[src/design/mlt_pkg.sv]
// ----------------------------------------------------------------------------
// mlt_pkg
// Types, codes and hash functions shared by the station learning table.
// ----------------------------------------------------------------------------
package mlt_pkg;

    // Request codes
    localparam logic [2:0] REQ_ADD     = 3'd0;
    localparam logic [2:0] REQ_LMAC    = 3'd1;
    localparam logic [2:0] REQ_LIP     = 3'd2;
    localparam logic [2:0] REQ_SWEEP   = 3'd3;
    localparam logic [2:0] REQ_INDEX   = 3'd4;
    localparam logic [2:0] REQ_UNINDEX = 3'd5;

    localparam logic [1:0]  STATUS_LEARNED  = 2'd2;
    localparam logic [10:0] MAX_ENTRIES_RST = 11'd1024;

    // Sequencer states; the datapath decodes them as micro-operations
    localparam logic [4:0] ST_CLEAR     = 5'd0;
    localparam logic [4:0] ST_IDLE      = 5'd1;
    localparam logic [4:0] ST_MF_HEAD   = 5'd2;
    localparam logic [4:0] ST_MF_HWAIT  = 5'd3;
    localparam logic [4:0] ST_MF_RD     = 5'd4;
    localparam logic [4:0] ST_MF_CMP    = 5'd5;
    localparam logic [4:0] ST_IX_HEAD   = 5'd6;
    localparam logic [4:0] ST_IX_LINK   = 5'd7;
    localparam logic [4:0] ST_IF_HEAD   = 5'd8;
    localparam logic [4:0] ST_UL_HEAD   = 5'd9;
    localparam logic [4:0] ST_IF_HWAIT  = 5'd10;
    localparam logic [4:0] ST_IF_RD     = 5'd11;
    localparam logic [4:0] ST_IF_CMP    = 5'd12;
    localparam logic [4:0] ST_UN_SPLICE = 5'd13;
    localparam logic [4:0] ST_UN_CLR    = 5'd14;
    localparam logic [4:0] ST_A_CHK     = 5'd15;
    localparam logic [4:0] ST_A_SLOT    = 5'd16;
    localparam logic [4:0] ST_A_STORE   = 5'd17;
    localparam logic [4:0] ST_SW_HEAD   = 5'd18;
    localparam logic [4:0] ST_SW_HWAIT  = 5'd19;
    localparam logic [4:0] ST_SW_RD     = 5'd20;
    localparam logic [4:0] ST_SW_CMP    = 5'd21;
    localparam logic [4:0] ST_SW_DEL    = 5'd22;
    localparam logic [4:0] ST_SW_FREE   = 5'd23;
    localparam logic [4:0] ST_SW_NEXTB  = 5'd24;
    localparam logic [4:0] ST_DONE      = 5'd25;

    typedef struct packed {
        logic [2:0]  req_type;
        logic [47:0] mac_addr;
        logic [31:0] ip_addr;
        logic [1:0]  entry_status;
        logic [31:0] now_time;
        logic [31:0] age_timeout;
    } req_t;

    typedef struct packed {
        logic        hit;
        logic [1:0]  found_status;
        logic [31:0] found_ip;
        logic [47:0] found_mac;
        logic [31:0] found_time;
        logic [10:0] entry_total;
        logic [10:0] removed_total;
        logic        table_changed;
        logic        dropped_full;
    } rsp_t;

    typedef struct packed {
        logic [47:0] mac;
        logic [31:0] ip;
        logic [1:0]  status;
        logic [31:0] stamp;
    } rec_t;

    typedef struct packed {
        logic [4:0] uop;
        logic       load;
        logic       out_load;
    } cmd_t;

    typedef struct packed {
        logic       clr_done;
        logic [2:0] req;
        logic       over_max;
        logic       full;
        logic       ip_zero;
        logic       cur_nil;
        logic       ip_nil;
        logic       mac_match;
        logic       ip_match;
        logic       idx;
        logic       age_rm;
        logic       ul;
        logic       node_idx;
        logic       last_bkt;
        logic       out_free;
    } stat_t;

    function automatic logic [11:0] mac_hash(input logic [47:0] m);
        logic [15:0] a;
        logic [7:0]  mid;
        a   = m[15:0] ^ m[47:32];
        mid = m[23:16] ^ m[31:24];
        return a[11:0] ^ {mid, a[15:12]};
    endfunction

    function automatic logic [11:0] ip_hash(input logic [31:0] ip);
        return ip[11:0] ^ ip[31:20];
    endfunction

endpackage

[src/design/mlt_ctrl.sv]
// ----------------------------------------------------------------------------
// mlt_ctrl
// Sequencer: walks the table operations step by step and commands the datapath.
// ----------------------------------------------------------------------------
module mlt_ctrl (
    input  logic            aclk,
    input  logic            aresetn,
    input  logic            s_valid,
    input  logic [2:0]      s_req,
    output logic            s_ready,
    input  mlt_pkg::stat_t  stat,
    output mlt_pkg::cmd_t   cmd
);
    import mlt_pkg::*;

    logic [4:0] state_reg, state_next;

    always_ff @(posedge aclk) begin
        if (!aresetn) begin
            state_reg <= ST_CLEAR;
        end else begin
            state_reg <= state_next;
        end
    end

    always_comb begin
        state_next = state_reg;
        case (state_reg)
            ST_CLEAR: begin
                if (stat.clr_done) state_next = ST_IDLE;
            end
            ST_IDLE: begin
                if (s_valid) begin
                    case (s_req)
                        REQ_ADD:                state_next = stat.over_max ? ST_SW_HEAD
                                                                           : ST_A_CHK;
                        REQ_LMAC, REQ_INDEX:    state_next = ST_MF_HEAD;
                        REQ_LIP, REQ_UNINDEX:   state_next = ST_IF_HEAD;
                        REQ_SWEEP:              state_next = ST_SW_HEAD;
                        default:                state_next = ST_DONE;
                    endcase
                end
            end
            ST_MF_HEAD:  state_next = ST_MF_HWAIT;
            ST_MF_HWAIT: state_next = ST_MF_RD;
            ST_MF_RD:    state_next = stat.cur_nil ? ST_DONE : ST_MF_CMP;
            ST_MF_CMP: begin
                if (!stat.mac_match) state_next = ST_MF_RD;
                else if (stat.req == REQ_INDEX && !stat.idx) state_next = ST_IX_HEAD;
                else state_next = ST_DONE;
            end
            ST_IX_HEAD:  state_next = ST_IX_LINK;
            ST_IX_LINK:  state_next = ST_DONE;
            ST_IF_HEAD, ST_UL_HEAD: state_next = ST_IF_HWAIT;
            ST_IF_HWAIT: state_next = ST_IF_RD;
            ST_IF_RD: begin
                if (!stat.ip_nil) state_next = ST_IF_CMP;
                else if (stat.ul) state_next = ST_UN_CLR;
                else if (stat.req == REQ_ADD) state_next = ST_A_STORE;
                else state_next = ST_DONE;
            end
            ST_IF_CMP: begin
                if (!stat.ip_match) state_next = ST_IF_RD;
                else if (stat.ul || stat.req == REQ_UNINDEX) state_next = ST_UN_SPLICE;
                else if (stat.req == REQ_ADD) state_next = ST_A_STORE;
                else state_next = ST_DONE;
            end
            ST_UN_SPLICE: state_next = ST_UN_CLR;
            ST_UN_CLR:    state_next = stat.ul ? ST_SW_FREE : ST_DONE;
            ST_A_CHK:     state_next = stat.full ? ST_DONE : ST_A_SLOT;
            ST_A_SLOT:    state_next = stat.ip_zero ? ST_A_STORE : ST_IF_HEAD;
            ST_A_STORE:   state_next = ST_DONE;
            ST_SW_HEAD:   state_next = ST_SW_HWAIT;
            ST_SW_HWAIT:  state_next = ST_SW_RD;
            ST_SW_RD:     state_next = stat.cur_nil ? ST_SW_NEXTB : ST_SW_CMP;
            ST_SW_CMP:    state_next = stat.age_rm ? ST_SW_DEL : ST_SW_RD;
            ST_SW_DEL:    state_next = stat.node_idx ? ST_UL_HEAD : ST_SW_FREE;
            ST_SW_FREE:   state_next = ST_SW_RD;
            ST_SW_NEXTB: begin
                if (!stat.last_bkt) state_next = ST_SW_HEAD;
                else if (stat.req == REQ_ADD) state_next = ST_A_CHK;
                else state_next = ST_DONE;
            end
            ST_DONE: begin
                if (stat.out_free) state_next = ST_IDLE;
            end
            default: state_next = ST_CLEAR;
        endcase
    end

    assign s_ready      = (state_reg == ST_IDLE);
    assign cmd.uop      = state_reg;
    assign cmd.load     = s_valid && s_ready;
    assign cmd.out_load = (state_reg == ST_DONE) && stat.out_free;

endmodule

[config.mk]
export PLATFORM = sky130hd
export DESIGN_NAME = mlt_ctrl
export DESIGN_NICKNAME = d
export VERILOG_FILES = /design/src/design/mlt_pkg.sv /design/src/design/mlt_ctrl.sv
export SDC_FILE = /design/constraint.sdc
export NUM_CORES = 1
export LEC_CHECK = 0
export BUFFER_PORTS_ARGS = -buffer_cell sky130_fd_sc_hd__buf_2
export CAP_MARGIN = 20
export CORE_MARGIN = 2
export CORE_UTILIZATION = 40
export DETAILED_ROUTE_END_ITERATION = 10
export PLACE_DENSITY_LB_ADDON = 0.2
export SLEW_MARGIN = 5
export SYNTH_ARGS = -nofsm -noshare
export SYNTH_HDL_FRONTEND = slang
export SYNTH_SLANG_ARGS = --single-unit
[constraint.sdc]
create_clock -name aclk -period 3.4 [get_ports aclk]
set_input_delay 0.34 -clock aclk [delete_from_list [all_inputs] [get_ports aclk]]
set_output_delay 0.34 -clock aclk [all_outputs]
set_load 0.005 [all_outputs]
======== Yosys cells after proc, flatten, opt, wreduce, memory -nomap -nowiden ========
Index checks and enable logic that the tools add are counted.
storage, ports and cells
  logic and storage cells ................. 72
  input port bits ......................... 23
  flip-flop bits (word level) ............. 5
operators by class
  mux-type cells .......................... 22
  reduce and logical (&&, ||, !) cells .... 14
  equal/unequal tests ..................... 35
operators with widths
  operator            number
  $pmux 5 s23         1
  $mux 5              15
  $eq 5x5->1 const B  10
  $eq 5x4->1 const B  8
  $eq 5x3->1 const B  4
  $pmux 5 s4          1
  $mux 4              4
  $eq 3x3->1 const B  4
  $eq 5x2->1 const B  2
  $reduce_or 2->1     5
  $eq 3x2->1 const B  2
  $logic_not 3->1     2
  $ne 2x2->1 const B  3
  $eq 5x1->1 const B  1
  $logic_not 5->1     1
  $eq 3x1->1 const B  1
  $logic_and 1x1->1   3
  $reduce_and 3->1    1
  $mux 2              1
  $logic_not 1->1     1
  $logic_or 1x1->1    1

======== Longest topological paths before layout ========
Gate-level depths: netlist (run 1).
  depth after elaboration ................. 5
  depth in mapped cells ................... 7
  gate-level depth less buffers ........... 6

======== Least setup slack after synthesis (run 1) ========
OpenSTA, ideal clock, no wires.
  kind .................................... register to output
  start ................................... register state_reg[4]
  end ..................................... output cmd[1] (netlist bit)
  required time ........................... 3.060 ns
  slack ................................... 1.777 ns
  cell stages (with the launch flop) ...... 6
  arrival ................................. 1.283 ns
  path buffers ............................ 1
  cell sequence ........................... dfxtp_1 -> buf_6 -> or3_4 -> or2_4 -> clkinv_1 -> and2_1
RTL lines
  item                    line            RTL
  start, declared         mlt_ctrl.sv:16  logic [4:0] state_reg, state_next;
  start signal, assigned  mlt_ctrl.sv:22  state_reg <= state_next;
  end, declared           mlt_ctrl.sv:12  output mlt_pkg::cmd_t cmd

==> results_dict.tcl, run 1 <==
set metrics [dict create \
    post_cts_resized 0 \
    track_usage_pct 21.3 \
    avgSynthCellArea_sq_um 6.78 \
    p_seq_share_pct 27.9 \
    path_class "reg2out" \
    antenna_left 0 \
    synthArstFlopShare_pct 0 \
    reg2reg_from "state_reg[1]" \
    drv_slew 0 \
    finalNonFillerCells 182 \
    first_pass_iters 4 \
    clkPwrFrac_pct 11.8 \
    status "completed" \
    cts_made_buffers 3 \
    root_buffer "clkbuf_4" \
    antenna_found_initial 0 \
    critPathLaunchType "flip-flop" \
    cp.arrival_ps 1830 \
    slowest_delay_ps 760 \
    grt-ovfl-total 0 \
    clock-sinks 5 \
    synth_top_area_cell "dfxtp_1" \
    cts_tree "built" \
    clock.fmax_mhz 461 \
    synth_edf_count 0 \
    syn-cell-area_sq_um 881 \
    finish.utilization_pct 51.2 \
    dieWidth_um 50.9 \
    placedCellCount 178 \
    synth_commonest_cells "nand2_1, nor2_1, inv_1, nor3_1, a21oi_1" \
    vias_per_cell 6.28 \
    power_w 0.000580 \
    cts-htree-levels 1 \
    p_sw_w 0.000295 \
    rows 16 \
    port_buffers 30 \
    path_max_fanout 24 \
    synthFlopType "dfxtp_1" \
    worst_ep_required_time_ps 3060 \
    timing.hold.ws_ps 369 \
    core_sq_mm 0.00202 \
    end_kind "primary output" \
    slew_headroom_pct 54.0 \
    yosys_warnings 0 \
    synth_nets 153 \
    synth_seq_cells 5 \
    switching_share_pct 50.8 \
    p_leak_nw 0.395 \
    diodes 0 \
    max-cap-violations 0 \
    clk_latency_ps 240 \
    setup_viol 0 \
    worstMarginPinSlew_ps 689 \
    rsz0062_at_grt "no" \
    avgRoutedWirePerCell_um 14.9 \
    reg2reg_slack_ps 1320 \
    io_pins 31 \
    period_share_pct 63.8 \
    place.gp.congestion 0.987 \
    ys_types 48 \
    crit_chain "or3_4, or2_4, clkinv_1, and2_1, buf_2" \
    cpMaxStageDelayCell "dfxtp_1" \
    grt_pass1_vias 979 \
    final_layout_size_suffix_gt1_share_pct 25.8 \
    pwr_density_cell_mw_per_mm2 561 \
    cts_hold_buf 0 \
    syn_inst 130 \
    critPathLaunch "state_reg[1]" \
    period_minus_slack_ps 2170 \
    drc_errors 0 \
    min_path_type "in2reg" \
    clockBufferDepth 2 \
    first_iter_violations 59 \
    p_int_w 0.000286 \
    grt_max_degree 25 \
    die_area_sq_mm 0.00259 \
    clock_skew_ps 5.10 \
    grt_pass1_wl_mm 4.32 \
    tns_ps 0 \
    dr_total_vias 1143 \
    hold_start "aresetn" \
    vdd_drop_max_uv 317 \
    largest_register_ffs 5 \
    synth.top_cells.by_area "dfxtp_1, nand2_1, nor2_1" \
    initial_core_util_pct 43.6 \
    pwr-share-comb_pct 60.4 \
    hold_viol 0 \
    finalNetCount 179 \
    cts_setup_buffers 0 \
    routed_wl_mm 2.71 \
    post-dp-hpwl_mm 2.12 \
    path_clk_slew_ps 40 \
    die_height_um 50.9 \
    path_buf_inv 2 \
    areaGrowthSynthToFinish_pct 17.5 \
    synth_seq_area_share_pct 11.4 \
    synth_top_area_share_pct 11.4 \
    crit_family "flip-flops" \
]
[path summary, 6_finish.rpt]
check,to,cells past startpoint
max,cmd[1],5
max reg2reg,state_reg[0],5
min reg2reg,state_reg[3],2
min,state_reg[0],3
[cell usage in the layout (no fill, tap or decap), types with 3 or more instances in the layout]
| master | n |
|---|---|
| nand2_1 | 11 |
| o21ai_0 | 6 |
| nor3_1 | 8 |
| buf_2 | 30 |
| nor2_1 | 11 |
| a21oi_1 | 7 |
| nand2b_1 | 5 |
| o211ai_1 | 3 |
| nor2b_1 | 4 |
| inv_1 | 8 |
| a31oi_1 | 4 |
| clkbuf_4 | 3 |
| dfxtp_1 | 5 |
[layer usage]
layer | part of all wire [%] | global-route usage [%] | up-vias
met1 | 41 | 28.4 | 536
li1 | - | - | 546
met2 | 48 | 35.5 | 55
met3 | 9.0 | 4.09 | 6
met5 | 0 | 0 | -
met4 | 1.7 | 4.50 | 0
[stage by stage]
stage               area, sq um  worst slack, ps
floorplan                   881             1780
detailed placement         1010             1350
finish                     1030             1230
global placement           1010             1430
global route               1030             1090
CTS                        1030             1260
[final cells by class]
cell class	instances	area, sq um
multi-input combinational	107	691
inverter	9	33.8
sequential	5	100
fill	202	987
clock buffer	4	26.3
tap	27	33.8
timing repair buffer	30	150
[logic make-up (layout without fill, tap and decap cells)]
group | Yosys count | in the layout | share of synthesized area [%]
compound gates | 43 | 43 | 36.8
buf+inv | 18 | 43 | 10.2
flops | 5 | 5 | 11.4
mux | 1 | 1 | 1.28
simple gates | 63 | 63 | 40.3
[tightest hold or removal path: stages]
cell      delay [ps]
buf_2            100
o311ai_2          70
a41oi_1           50
[power by group through the flow]
stage	sequential (W)	clock (W)	combinational [W]
3_5_place_dp	0.000160	0	0.000341
6_report	0.000162	0.0000683	0.000350
2_1_floorplan	0.0000988	0	0.000307
5_1_grt	0.000168	0.0000756	0.000378
3_3_place_gp	0.000158	0	0.000339
4_1_cts	0.000158	0.0000703	0.000342
Note: power is estimated with default switching activity, not from simulation.
==> run 2, diff against run 1 <==
clock period = 2 ns   (was 3.4 ns; I/O delays follow)
==> run 2 against run 1 <==
Global-route usage increased by 2.9 points. Clock-buffer cell count unchanged. Utilization increased by 3.0 points. Non-clock buffer count increased by 8. Die area unchanged. Combinational power increased by 120%. Wire length increased by 6.9%. Sequential power increased by 22%. Final cell count increased by 4.4%. Hold slack got worse by 150 ps. Total power increased by 86%. Worst setup slack got worse by 1100 ps. Critical path type is now reg2reg. Highest routed layer unchanged.
==> results_dict.tcl, run 2 (synthesis results as in run 1) <==
set metrics [dict create \
    vdd_drop_max_uv 438 \
    io_pins 31 \
    cts-htree-levels 1 \
    first_pass_iters 5 \
    dieWidth_um 50.9 \
    grt_max_degree 15 \
    path_max_fanout 13 \
    clock_skew_ps 4.81 \
    grt_pass1_wl_mm 4.87 \
    largest_register_ffs 5 \
    clkPwrFrac_pct 11.3 \
    crit_chain "buf_4, or2b_1, o21ai_0, a221oi_1, a311oi_1, a31oi_1" \
    place.gp.congestion 0.994 \
    r2r-end "state_reg[4]" \
    diodes 0 \
    pwr-share-comb_pct 70.5 \
    max-cap-violations 0 \
    cts_made_buffers 3 \
    die_height_um 50.9 \
    vias_per_cell 6.42 \
    routed_wl_mm 2.90 \
    drc_errors 0 \
    p_seq_share_pct 18.2 \
    setup_viol 0 \
    avgRoutedWirePerCell_um 15.3 \
    antenna_left 0 \
    dr_total_vias 1219 \
    initial_core_util_pct 43.6 \
    rsz0062_at_grt "no" \
    path_clk_slew_ps 50 \
    root_buffer "clkbuf_4" \
    switching_share_pct 49.1 \
    final_layout_size_suffix_gt1_share_pct 30.1 \
    port_buffers 30 \
    clk_latency_ps 250 \
    track_usage_pct 24.2 \
    grt_use_met3_pct 4.39 \
    timing.hold.ws_ps 216 \
    p_int_w 0.000550 \
    cpMaxStageDelayCell "dfxtp_1" \
    grt_pass1_vias 1121 \
    reg2reg_slack_ps 90 \
    clock-sinks 5 \
    grt-ovfl-total 0 \
    min_path_type "in2reg" \
    antenna_found_initial 0 \
    met2_usage_pct 39.8 \
    status "completed" \
    cp.arrival_ps 2030 \
    clockBufferDepth 2 \
    finalNetCount 187 \
    path_class "reg2reg" \
    critPathLaunch "state_reg[2]" \
    p_leak_nw 0.437 \
    pwr_density_cell_mw_per_mm2 986 \
    end_kind "flip-flop" \
    core_sq_mm 0.00202 \
    clock.fmax_mhz 524 \
    use_met1_pct 29.9 \
    areaGrowthSynthToFinish_pct 24.4 \
    final_cell_mix "buf_2, nand2_1, nor2_1" \
    die_area_sq_mm 0.00259 \
    first_iter_violations 53 \
    cts_tree "built" \
    post-dp-hpwl_mm 2.38 \
    rows 16 \
    slowest_delay_ps 560 \
    period_minus_slack_ps 1910 \
    power_w 0.00108 \
    drv_slew 0 \
    slew_headroom_pct 72.5 \
    worst_ep_required_time_ps 2120 \
    tns_ps 0 \
    critPathLaunchType "flip-flop" \
    layout_commonest_cell "buf_2" \
    worstMarginPinSlew_ps 412 \
    top_usage_layer "met2" \
    reg2reg_depth 6 \
    reg2reg_from "state_reg[2]" \
    period_share_pct 95.4 \
    p_sw_w 0.000531 \
    hold_viol 0 \
    critPathCapture "state_reg[4]" \
]
## run 2: changes by cell type in the layout (fill, tap and decap cells not counted)
cell / previous run / this run
buf_4: 0 / 8
dfxtp_1: 5 / 4
dfxtp_2: 0 / 1
## run 2: per-stage QoR
stage | worst slack (ps) | cells | utilization [%] | cell area (sq um)
6_report | 92.3 | 190 | 54.2 | 1100
4_1_cts | 67.2 | 190 | 54.1 | 1090
3_5_place_dp | 124 | 186 | 52.8 | 1070
3_3_place_gp | 163 | 186 | 52.8 | 1070
2_1_floorplan | 413 | 130 | - | 881
5_1_grt | 1.67 | 190 | 54.2 | 1100
## run 2: routing by layer
metal / vias to the layer above / wire [um]
li1: 566 / -
met4: 0 / 106
met5: - / 0
met1: 558 / 1120
met3: 15 / 283
met2: 80 / 1390
## run 2: critical path: cells and delay by family, from the launching register on
kind	cells	cell delay, ps
buffers and inverters	1	250
DFF	1	560
AOI/OAI and AO/OA	4	720
and+or+nand+nor	1	250
## run 2: power by group through the flow
stage | Clock (W) | Sequential [W] | Combinational, W
2_1_floorplan | 0 | 0.000168 | 0.000521
3_3_place_gp | 0 | 0.000194 | 0.000753
3_5_place_dp | 0 | 0.000193 | 0.000743
4_1_cts | 0.000122 | 0.000192 | 0.000746
5_1_grt | 0.000133 | 0.000202 | 0.000820
6_report | 0.000122 | 0.000197 | 0.000762
## run 2: cell type report
cell class	instances	area, sq um
clock buffers	4	26.3
multi-input cells	107	691
fillers	206	926
repair buffers	38	210
inverters	9	33.8
well taps	27	33.8
flip-flops and latches	5	101
## run 2: timing repair
item                       4_1_cts  5_1_grt
gates resized for setup          0        1
hold buffers                     0        0
setup endpoints to repair        0        3
buffers inserted                 0        0
## run 2: worst min-delay path by stage
stage | to | start | depth (start not counted) | slack, ps
after floorplan | state_reg[0] | aresetn | 2 | 340
after global placement | state_reg[0] | aresetn | 3 | 480
after detailed placement | state_reg[0] | aresetn | 3 | 480
after CTS | state_reg[0] | aresetn | 3 | 220
after global routing | state_reg[0] | aresetn | 3 | 210
final | state_reg[0] | aresetn | 3 | 220
